**src/rtl/kpr_pkg.sv**
```systemverilog
// ----------------------------------------------------------------------------
// Keyboard poll and rollover package
// Shared constants, protocol codes and types for the six-key report builder.
// ----------------------------------------------------------------------------
package kpr_pkg;

  // Scancode map geometry.
  localparam int SCANCODES     = 128;
  localparam int SCAN_W        = $clog2(SCANCODES);
  localparam int SLOT_IDX_W    = 3;
  localparam logic [SLOT_IDX_W-1:0] NO_SLOT = 3'd7;

  // Report geometry: six slot ports, of which KEY_SLOTS are in use.
  localparam int SLOT_PORTS    = 6;
  localparam int KEY_SLOTS_DEF = 6;

  // Completion kinds on the input channel.
  localparam logic REQ_WRITE_DONE = 1'b0;
  localparam logic REQ_READ_DONE  = 1'b1;

  // Next action on the result channel.
  localparam logic ACT_WRITE = 1'b0;
  localparam logic ACT_READ  = 1'b1;

  // Keyboard command bytes.
  localparam logic [7:0] OPC_NONE       = 8'h00;
  localparam logic [7:0] OPC_MODEL      = 8'h16;
  localparam logic [7:0] OPC_TRANSITION = 8'h10;
  localparam logic [7:0] OPC_INSTANT    = 8'h14;

  // Special transition bytes.
  localparam logic [7:0] BYTE_NULL   = 8'h7b;
  localparam logic [7:0] BYTE_KEYPAD = 8'h79;

  // Protocol phase, one-hot.
  typedef enum logic [3:0] {
    PH_MODEL_WR = 4'b0001,
    PH_MODEL_RD = 4'b0010,
    PH_TRANS_WR = 4'b0100,
    PH_TRANS_RD = 4'b1000
  } phase_t;

  // Write into the scancode-to-slot map.
  typedef struct packed {
    logic                  en;
    logic [SCAN_W-1:0]     addr;
    logic [SLOT_IDX_W-1:0] slot;
  } map_wr_t;

  // Control part of one result.
  typedef struct packed {
    logic       valid;
    logic       action;
    logic [7:0] cmd;
    logic       send;
  } res_ctl_t;

endpackage

```
**src/rtl/kpr_ram.sv**
```systemverilog
// ----------------------------------------------------------------------------
// Generic single-port-write RAM
// One write port and one read port with registered, enabled read data.
// ----------------------------------------------------------------------------
module kpr_ram #(
  parameter int WIDTH = 8,
  parameter int DEPTH = 16
) (
  input  logic                     clk,
  input  logic                     wr_en,
  input  logic [$clog2(DEPTH)-1:0] wr_addr,
  input  logic [WIDTH-1:0]         wr_data,
  input  logic                     rd_en,
  input  logic [$clog2(DEPTH)-1:0] rd_addr,
  output logic [WIDTH-1:0]         rd_data
);

  logic [WIDTH-1:0] mem [DEPTH];

  // Write port.
  always_ff @(posedge clk) begin
    if (wr_en) begin
      mem[wr_addr] <= wr_data;
    end
  end

  // Registered read; data holds while the read is not enabled.
  always_ff @(posedge clk) begin
    if (rd_en) begin
      rd_data <= mem[rd_addr];
    end
  end

endmodule

```
**src/rtl/kpr_slot_map.sv**
```systemverilog
// ----------------------------------------------------------------------------
// Scancode slot map
// Remembers the report slot of each held scancode, with valid bits for the
// reset state and a bypass for a write that meets a read of the same entry.
// ----------------------------------------------------------------------------
module kpr_slot_map
  import kpr_pkg::*;
(
  input  logic                  clk,
  input  logic                  rst_n,
  input  logic                  rd_en,
  input  logic [SCAN_W-1:0]     rd_addr,
  input  map_wr_t               wr,
  output logic [SLOT_IDX_W-1:0] held
);

  logic                  vld_r [SCANCODES];
  logic                  hit;
  logic                  fwd_r;
  logic [SLOT_IDX_W-1:0] fwd_slot_r;
  logic                  ent_vld_r;
  logic [SLOT_IDX_W-1:0] ram_q;

  kpr_ram #(
    .WIDTH(SLOT_IDX_W),
    .DEPTH(SCANCODES)
  ) u_ram (
    .clk    (clk),
    .wr_en  (wr.en),
    .wr_addr(wr.addr),
    .wr_data(wr.slot),
    .rd_en  (rd_en),
    .rd_addr(rd_addr),
    .rd_data(ram_q)
  );

  // A write in the same cycle as the lookup of the same scancode wins.
  assign hit = wr.en && (wr.addr == rd_addr);

  // Valid bits: an entry never written reads as not pressed.
  always_ff @(posedge clk) begin
    if (!rst_n) begin
      for (int i = 0; i < SCANCODES; i++) begin
        vld_r[i] <= 1'b0;
      end
    end else if (wr.en) begin
      vld_r[wr.addr] <= 1'b1;
    end
  end

  // Lookup side information, captured with the RAM read.
  always_ff @(posedge clk) begin
    if (!rst_n) begin
      fwd_r     <= 1'b0;
      ent_vld_r <= 1'b0;
    end else if (rd_en) begin
      fwd_r     <= hit;
      ent_vld_r <= vld_r[rd_addr] || hit;
    end
  end

  always_ff @(posedge clk) begin
    if (rd_en) begin
      fwd_slot_r <= wr.slot;
    end
  end

  // Slot currently held by the scancode of the item in the work stage.
  always_comb begin
    if (fwd_r) begin
      held = fwd_slot_r;
    end else if (ent_vld_r) begin
      held = ram_q;
    end else begin
      held = NO_SLOT;
    end
  end

endmodule

```
**src/rtl/kpr_engine.sv**
```systemverilog
// ----------------------------------------------------------------------------
// Poll and rollover engine
// Protocol phase tracking, keypad prefix handling and report slot updates
// for the item in the work stage.
// ----------------------------------------------------------------------------
module kpr_engine
  import kpr_pkg::*;
#(
  parameter int KEY_SLOTS = KEY_SLOTS_DEF
) (
  input  logic                  clk,
  input  logic                  rst_n,
  input  logic                  item_valid,
  input  logic                  advance,
  input  logic                  req_type,
  input  logic [7:0]            status,
  input  logic [7:0]            data,
  input  logic [7:0]            key_code,
  input  logic [SLOT_IDX_W-1:0] held,
  output res_ctl_t              res,
  output logic [7:0]            slots_nxt [KEY_SLOTS],
  output map_wr_t               map_wr
);

  phase_t     phase_r, phase_nxt;
  logic       kp_r, kp_nxt;
  logic [7:0] slots_r [KEY_SLOTS];
  logic       want;
  logic       go;
  logic       found;
  map_wr_t    wr_c;

  // The phase decides which completion kind is expected.
  assign want = ((phase_r == PH_MODEL_RD) || (phase_r == PH_TRANS_RD)) ?
                REQ_READ_DONE : REQ_WRITE_DONE;
  assign go   = item_valid && advance && (req_type == want);

  // Next state and result for the current item.
  always_comb begin
    phase_nxt  = phase_r;
    kp_nxt     = kp_r;
    slots_nxt  = slots_r;
    res.valid  = go;
    res.action = ACT_WRITE;
    res.cmd    = OPC_NONE;
    res.send   = 1'b0;
    wr_c.en    = 1'b0;
    wr_c.addr  = data[SCAN_W-1:0];
    wr_c.slot  = NO_SLOT;
    found      = 1'b0;
    if (status != 8'h00) begin
      res.cmd   = OPC_MODEL;
      phase_nxt = PH_MODEL_WR;
    end else begin
      unique case (phase_r)
        PH_MODEL_WR: begin
          res.action = ACT_READ;
          phase_nxt  = PH_MODEL_RD;
        end
        PH_MODEL_RD: begin
          res.cmd   = OPC_TRANSITION;
          phase_nxt = PH_TRANS_WR;
        end
        PH_TRANS_WR: begin
          res.action = ACT_READ;
          phase_nxt  = PH_TRANS_RD;
        end
        PH_TRANS_RD: begin
          phase_nxt = PH_TRANS_WR;
          if (data == BYTE_NULL) begin
            res.cmd = OPC_TRANSITION;
          end else if (data == BYTE_KEYPAD) begin
            kp_nxt  = 1'b1;
            res.cmd = OPC_INSTANT;
          end else begin
            res.cmd  = OPC_TRANSITION;
            res.send = 1'b1;
            if (kp_r) begin
              // The byte after a keypad prefix is dropped.
              kp_nxt = 1'b0;
            end else if (data[7]) begin
              // Release: free the slot and forget the scancode.
              if (held != NO_SLOT) begin
                for (int i = 0; i < KEY_SLOTS; i++) begin
                  if (held == SLOT_IDX_W'(i)) begin
                    slots_nxt[i] = 8'h00;
                  end
                end
                wr_c.en = 1'b1;
              end
            end else if (held == NO_SLOT) begin
              // Press: take the first empty slot, if any.
              for (int i = 0; i < KEY_SLOTS; i++) begin
                if (!found && (slots_r[i] == 8'h00)) begin
                  found        = 1'b1;
                  slots_nxt[i] = key_code;
                  wr_c.en      = 1'b1;
                  wr_c.slot    = SLOT_IDX_W'(i);
                end
              end
            end
          end
        end
        default: begin
          phase_nxt = PH_MODEL_WR;
        end
      endcase
    end
  end

  // The map is written only when the item is really taken.
  always_comb begin
    map_wr    = wr_c;
    map_wr.en = wr_c.en && go;
  end

  // State registers.
  always_ff @(posedge clk) begin
    if (!rst_n) begin
      phase_r <= PH_MODEL_WR;
      kp_r    <= 1'b0;
      for (int i = 0; i < KEY_SLOTS; i++) begin
        slots_r[i] <= 8'h00;
      end
    end else if (go) begin
      phase_r <= phase_nxt;
      kp_r    <= kp_nxt;
      slots_r <= slots_nxt;
    end
  end

endmodule

```
**src/rtl/keyboard_poll_and_rollover_core.sv**
```systemverilog
// ----------------------------------------------------------------------------
// Keyboard poll and rollover core
// Builds a six-key report from completion events of a polled keyboard link.
// ----------------------------------------------------------------------------
// Usage:
// The input channel (in_*) takes one link completion per transfer: the kind
// (write or read done), its status, the byte read and the usage code that
// the caller has already looked up for that byte's scancode.
// The result channel (out_*) gives, for each completion that matches the
// expected kind, the next link action, the command byte to write and the
// six report slots; out_report_send marks a key event to report now.
// A completion of the wrong kind is absorbed and gives no result.
// The input transfer loads the input register together with the registered
// scancode map read, and the update then goes into the output register once
// the output register is free. One item is accepted per cycle while the
// output is not stalled; the scancode map read-modify-write sets that rate.
// When the receiver stalls, the result holds and the input register holds;
// an empty input register still takes one more item before in_ready drops.
// Reset clears the phase to await the model-command write, empties all
// report slots and marks every scancode as not pressed at once.
// ----------------------------------------------------------------------------
module keyboard_poll_and_rollover_core
  import kpr_pkg::*;
#(
  parameter int KEY_SLOTS = KEY_SLOTS_DEF
) (
  input  logic       clk,
  input  logic       rst_n,
  input  logic       in_valid,
  output logic       in_ready,
  input  logic       in_req_type,
  input  logic [7:0] in_status,
  input  logic [7:0] in_data,
  input  logic [7:0] in_key_code,
  output logic       out_valid,
  input  logic       out_ready,
  output logic       out_next_action,
  output logic [7:0] out_command_byte,
  output logic       out_report_send,
  output logic [7:0] out_slot0,
  output logic [7:0] out_slot1,
  output logic [7:0] out_slot2,
  output logic [7:0] out_slot3,
  output logic [7:0] out_slot4,
  output logic [7:0] out_slot5
);

  logic                  in_fire;
  logic                  adv;
  logic                  s1_valid_r;
  logic                  s1_req_type_r;
  logic [7:0]            s1_status_r;
  logic [7:0]            s1_data_r;
  logic [7:0]            s1_key_code_r;
  logic [SLOT_IDX_W-1:0] held;
  map_wr_t               map_wr;
  res_ctl_t              res;
  logic [7:0]            slots_nxt [KEY_SLOTS];
  logic                  out_valid_r;
  logic                  out_action_r;
  logic [7:0]            out_cmd_r;
  logic                  out_send_r;
  logic [7:0]            out_slot_r [SLOT_PORTS];

  // Handshake: the work stage moves when the output register is free.
  assign adv      = !out_valid_r || out_ready;
  assign in_ready = !s1_valid_r || adv;
  assign in_fire  = in_valid && in_ready;

  // Input stage.
  always_ff @(posedge clk) begin
    if (!rst_n) begin
      s1_valid_r <= 1'b0;
    end else if (in_ready) begin
      s1_valid_r <= in_valid;
    end
  end

  always_ff @(posedge clk) begin
    if (in_fire) begin
      s1_req_type_r <= in_req_type;
      s1_status_r   <= in_status;
      s1_data_r     <= in_data;
      s1_key_code_r <= in_key_code;
    end
  end

  // Scancode map lookup, issued on the input transfer.
  kpr_slot_map u_map (
    .clk    (clk),
    .rst_n  (rst_n),
    .rd_en  (in_fire),
    .rd_addr(in_data[SCAN_W-1:0]),
    .wr     (map_wr),
    .held   (held)
  );

  // Phase and report update.
  kpr_engine #(
    .KEY_SLOTS(KEY_SLOTS)
  ) u_engine (
    .clk       (clk),
    .rst_n     (rst_n),
    .item_valid(s1_valid_r),
    .advance   (adv),
    .req_type  (s1_req_type_r),
    .status    (s1_status_r),
    .data      (s1_data_r),
    .key_code  (s1_key_code_r),
    .held      (held),
    .res       (res),
    .slots_nxt (slots_nxt),
    .map_wr    (map_wr)
  );

  // Output register.
  always_ff @(posedge clk) begin
    if (!rst_n) begin
      out_valid_r <= 1'b0;
    end else if (adv) begin
      out_valid_r <= res.valid;
    end
  end

  always_ff @(posedge clk) begin
    if (adv && res.valid) begin
      out_action_r <= res.action;
      out_cmd_r    <= res.cmd;
      out_send_r   <= res.send;
    end
  end

  // Slot ports above the configured slot count read as empty.
  for (genvar g = 0; g < SLOT_PORTS; g++) begin : g_slot
    if (g < KEY_SLOTS) begin : g_used
      always_ff @(posedge clk) begin
        if (adv && res.valid) begin
          out_slot_r[g] <= slots_nxt[g];
        end
      end
    end else begin : g_unused
      always_ff @(posedge clk) begin
        out_slot_r[g] <= 8'h00;
      end
    end
  end

  assign out_valid        = out_valid_r;
  assign out_next_action  = out_action_r;
  assign out_command_byte = out_cmd_r;
  assign out_report_send  = out_send_r;
  assign out_slot0        = out_slot_r[0];
  assign out_slot1        = out_slot_r[1];
  assign out_slot2        = out_slot_r[2];
  assign out_slot3        = out_slot_r[3];
  assign out_slot4        = out_slot_r[4];
  assign out_slot5        = out_slot_r[5];

endmodule

```
**config.mk**
```make
export PLATFORM = sky130hd
export DESIGN_NAME = keyboard_poll_and_rollover_core
export DESIGN_NICKNAME = d
export VERILOG_FILES = /design/src/rtl/kpr_pkg.sv /design/src/rtl/kpr_ram.sv /design/src/rtl/kpr_slot_map.sv /design/src/rtl/kpr_engine.sv /design/src/rtl/keyboard_poll_and_rollover_core.sv
export SDC_FILE = /design/constraint.sdc
export NUM_CORES = 1
export LEC_CHECK = 0
export ABC_AREA = 0
export BUFFER_PORTS_ARGS = -buffer_cell sky130_fd_sc_hd__buf_4
export CAP_MARGIN = 30
export CORE_UTILIZATION = 45
export DETAILED_ROUTE_END_ITERATION = 8
export GPL_ROUTABILITY_DRIVEN = 0
export GPL_TIMING_DRIVEN = 0
export PLACE_DENSITY = 0.62
export SLEW_MARGIN = 20
export SYNTH_ARGS = -nofsm -noshare
export SYNTH_HDL_FRONTEND = slang
export SYNTH_SLANG_ARGS = --single-unit
```
**constraint.sdc**
```tcl
create_clock -name clk -period 10.1 [get_ports clk]
set_clock_uncertainty 0.15 [all_clocks]
set_input_delay 1.01 -clock clk [delete_from_list [all_inputs] [get_ports clk]]
set_output_delay 1.01 -clock clk [all_outputs]
set_load 0.005 [all_outputs]
```
==> results.toml <==
[outcome]
status = "complete, no violations"

[sta]
slew_headroom_pct = 30.4
timing.fmax_mhz = 239
min_period_over_period_pct = 41.5
period_minus_slack_ns = 4.19
drv_slew = 0
setup_viol = 0
setup_ws_ns = 5.91
max_slew.worst_pin.slew_ns = 1.04
rsz0062_at_grt = "false"
hold_violations = 0

[clock_tree]
clk_pin_slew_ns = 0.06
post_cts_buffers = 0
clock_sinks = 653
numCtsBuffers = 70
cts_resized = 0
htreeDepth = 3
cts_hold_buffers = 0
cts_tree = "built"
clk-insertion-delay-late_ns = 0.63
clk_path_buf_depth = 3
ctsRootBufferMaster = "clkbuf_16"

[routing]
wire_per_inst_um = 27.9
ant_nets = 0
vias_per_cell = 6.25
drt_iter0_markers = 1696
first_pass_iters = 5
wl_mm = 75.4
post-route-drc-count = 0
vias = 16900

[finish]
final_cell_mix = "468 x edfxtp_1, 185 x dfxtp_1, 150 x o21a_1"
layout.cells.non_filler = 2701
fillers = 4814
syn_to_final_growth_pct = 15.9
utilization_pct = 53.1
final-seq-area_sq_um = 17800
drive_above_1_share_pct = 29.7
fin_nets = 1900
layout_commonest_cell = "edfxtp_1"
antennaDiodeCount = 0
stdcell_area_sq_um = 31500
multi_input_area_sq_um = 8880

[synth]
synth_edf_count = 468
ys_ff_latch = 653
synth_area_sq_um = 27200
syn-mean-instance-area_sq_um = 16.1
netlist-cell-type-count = 63
yosysWarningCount = 0
ys_seq_area_share_pct = 65.3
ys.flop_type = "edfxtp_1"
synthCells = 1687
synthArstFlopShare_pct = 0

[place]
post-place-ws_ns = 5.45
io_buffers = 82
dp_hpwl_mm = 53.0
dpl.cell_count = 2564
postPlaceCellArea_sq_um = 29100

[power_and_ir_drop]
p_seq_share_pct = 50.3
pwr-share-comb_pct = 4.4
vdd_drop_max_uv = 145
intPower_w = 0.00442
finalPower_w = 0.00568
p_sw_w = 0.00126
p_leak_nw = 8.58
clockPowerShare_pct = 45.4
swShare_pct = 22.2
power.density_nw_per_um2 = 180

[global_routing]
antenna_found_initial = 0
grt_pass1_vias = 16500
gr-total-overflow = 0
grt_usage_pct = 24.9
grt_max_degree = 70
grt_pass1_wl_mm = 110

[floorplan]
initial_core_util_pct = 45.8
core.rowCount = 89
coreArea_sq_um = 59400
die-area_sq_um = 61400
die_h_um = 248
ios = 89
fp.dieW_um = 248

[flow_run]
max_cap_violations = 0

[critical_path]
rr_worst_depth = 8
r2r_start = "s1_data_r[6]"
cp.required_ns = 10.27
worstSetupEndpointType = "flip-flop"
arrival_ns = 4.36
critPathKind = "input pin to flip-flop"
r2r_end = "u_map.u_ram.mem[59][1]"
r2r_setup_slack_ns = 6.02
critPathLaunchType = "input pin"
path_max_fanout = 10

[worst_hold_path]
hold_path_end = "u_map.vld_r[53]"
min_path_cells = 1
hold_start = "u_map.vld_r[53]"
min_path_type = "flip-flop to flip-flop"
==> state kept, by name (all words and copies together), names as in the netlist, 4 cells and up <==
register and cells:
out_slot_r 48, u_engine.slots_r 48, u_map.vld_r 128, s1_data_r 8
s1_key_code_r 8, u_map.u_ram.mem 384, u_engine.phase_r 4, s1_status_r 8
==> layout make-up <==
type / count / share of cell area [%]
flip-flops and latches: 653 / 56.3
multi-input cells: 891 / 28.2
clock buffers: 95 / 6.08
well taps: 773 / 3.07
repair buffers: 108 / 3.00
plain buffers: 140 / 1.99
clock inverters: 34 / 1.25
inverters: 7 / 0.0834
==> routing by layer <==
layer  vias to the layer above  track usage (%)  wire, um
li1                       7163                -         -
met1                      8679             35.4     32100
met2                       864             37.6     33800
met3                       178             5.32      6600
met4                         0             9.26      2840
met5                         -                0         0
==> cell usage after synthesis (all sizes together) (3+ instances only) <==
master | instances | area [sq um]
nor2 | 54 | 203
mux4 | 146 | 3290
mux2 | 5 | 56.3
a2bb2oi | 7 | 61.3
and2 | 5 | 31.3
buf | 76 | 383
o21a | 150 | 1130
nand2 | 68 | 258
a21oi | 38 | 190
inv | 7 | 26.3
or3 | 6 | 37.5
o221a | 6 | 67.6
a31oi | 18 | 113
xnor2 | 8 | 70.1
a221oi | 3 | 26.3
or2 | 7 | 43.8
nand2b | 8 | 50.1
o21ai | 50 | 250
o211a | 5 | 50.1
a22o | 13 | 114
nor4 | 147 | 1700
nand3b | 8 | 60.1
a311oi | 4 | 35.0
xor2 | 3 | 26.3
edfxtp | 468 | 14100
nor3 | 11 | 65.1
nor2b | 16 | 100
nand4b | 3 | 26.3
a22oi | 9 | 67.6
o22ai | 8 | 56.3
dfxtp | 185 | 3700
clkbuf | 64 | 240
nand3 | 23 | 115
nand4 | 11 | 81.3
mux2i | 25 | 250
==> how the worst max path moves through the flow <==
stage | start | end | depth (start not counted)
after floorplan | u_engine.slots_r[47] | u_map.fwd_slot_r[0] | 5
after global placement | u_engine.slots_r[43] | u_map.u_ram.mem[58][0] | 5
after detailed placement | in_data[0] | u_map.u_ram.rd_data[0] | 8
after CTS | s1_data_r[0] | u_map.u_ram.mem[57][1] | 8
after global routing | s1_data_r[6] | u_map.u_ram.mem[59][1] | 8
final | in_data[0] | u_map.u_ram.rd_data[0] | 8
==> critical path: stages <==
cell	delay, ns
buf_4	0.09
clkbuf_1	0.16
buf_4	0.31
buf_2	0.49
mux4_2	0.61
mux4_2	0.52
a221oi_1	0.87
a21oi_1	0.27
==> through the flow <==
stage | hold slack (ns) | TNS, ns
2_1_floorplan | 0.285 | 0
3_3_place_gp | 0.292 | -431.44
3_5_place_dp | 0.298 | 0
4_1_cts | 0.312 | 0
5_1_grt | 0.319 | 0
6_report | 0.310 | 0
==> cell families (layout without fill, tap and decap cells) <==
family	count (synthesis)	in the layout	synth area share, %
AO/OA/AOI/OAI	324	324	8.31
XOR/XNOR	11	11	0.354
buffers and inverters	147	384	2.39
flip-flops	653	653	65.3
multiplexers	176	176	13.2
other	1	5	0.0138
AND/OR/NAND/NOR	375	375	10.4
==> power by group through the flow <==
stage	Combinational [W]	Sequential, W	Clock, W
after floorplan	0.000144	0.00291	0
after global placement	0.000232	0.00291	0
after detailed placement	0.000240	0.00291	0
after CTS	0.000240	0.00286	0.00261
after global routing	0.000256	0.00286	0.00271
final	0.000248	0.00286	0.00258
(Power assumes the default switching activity.)
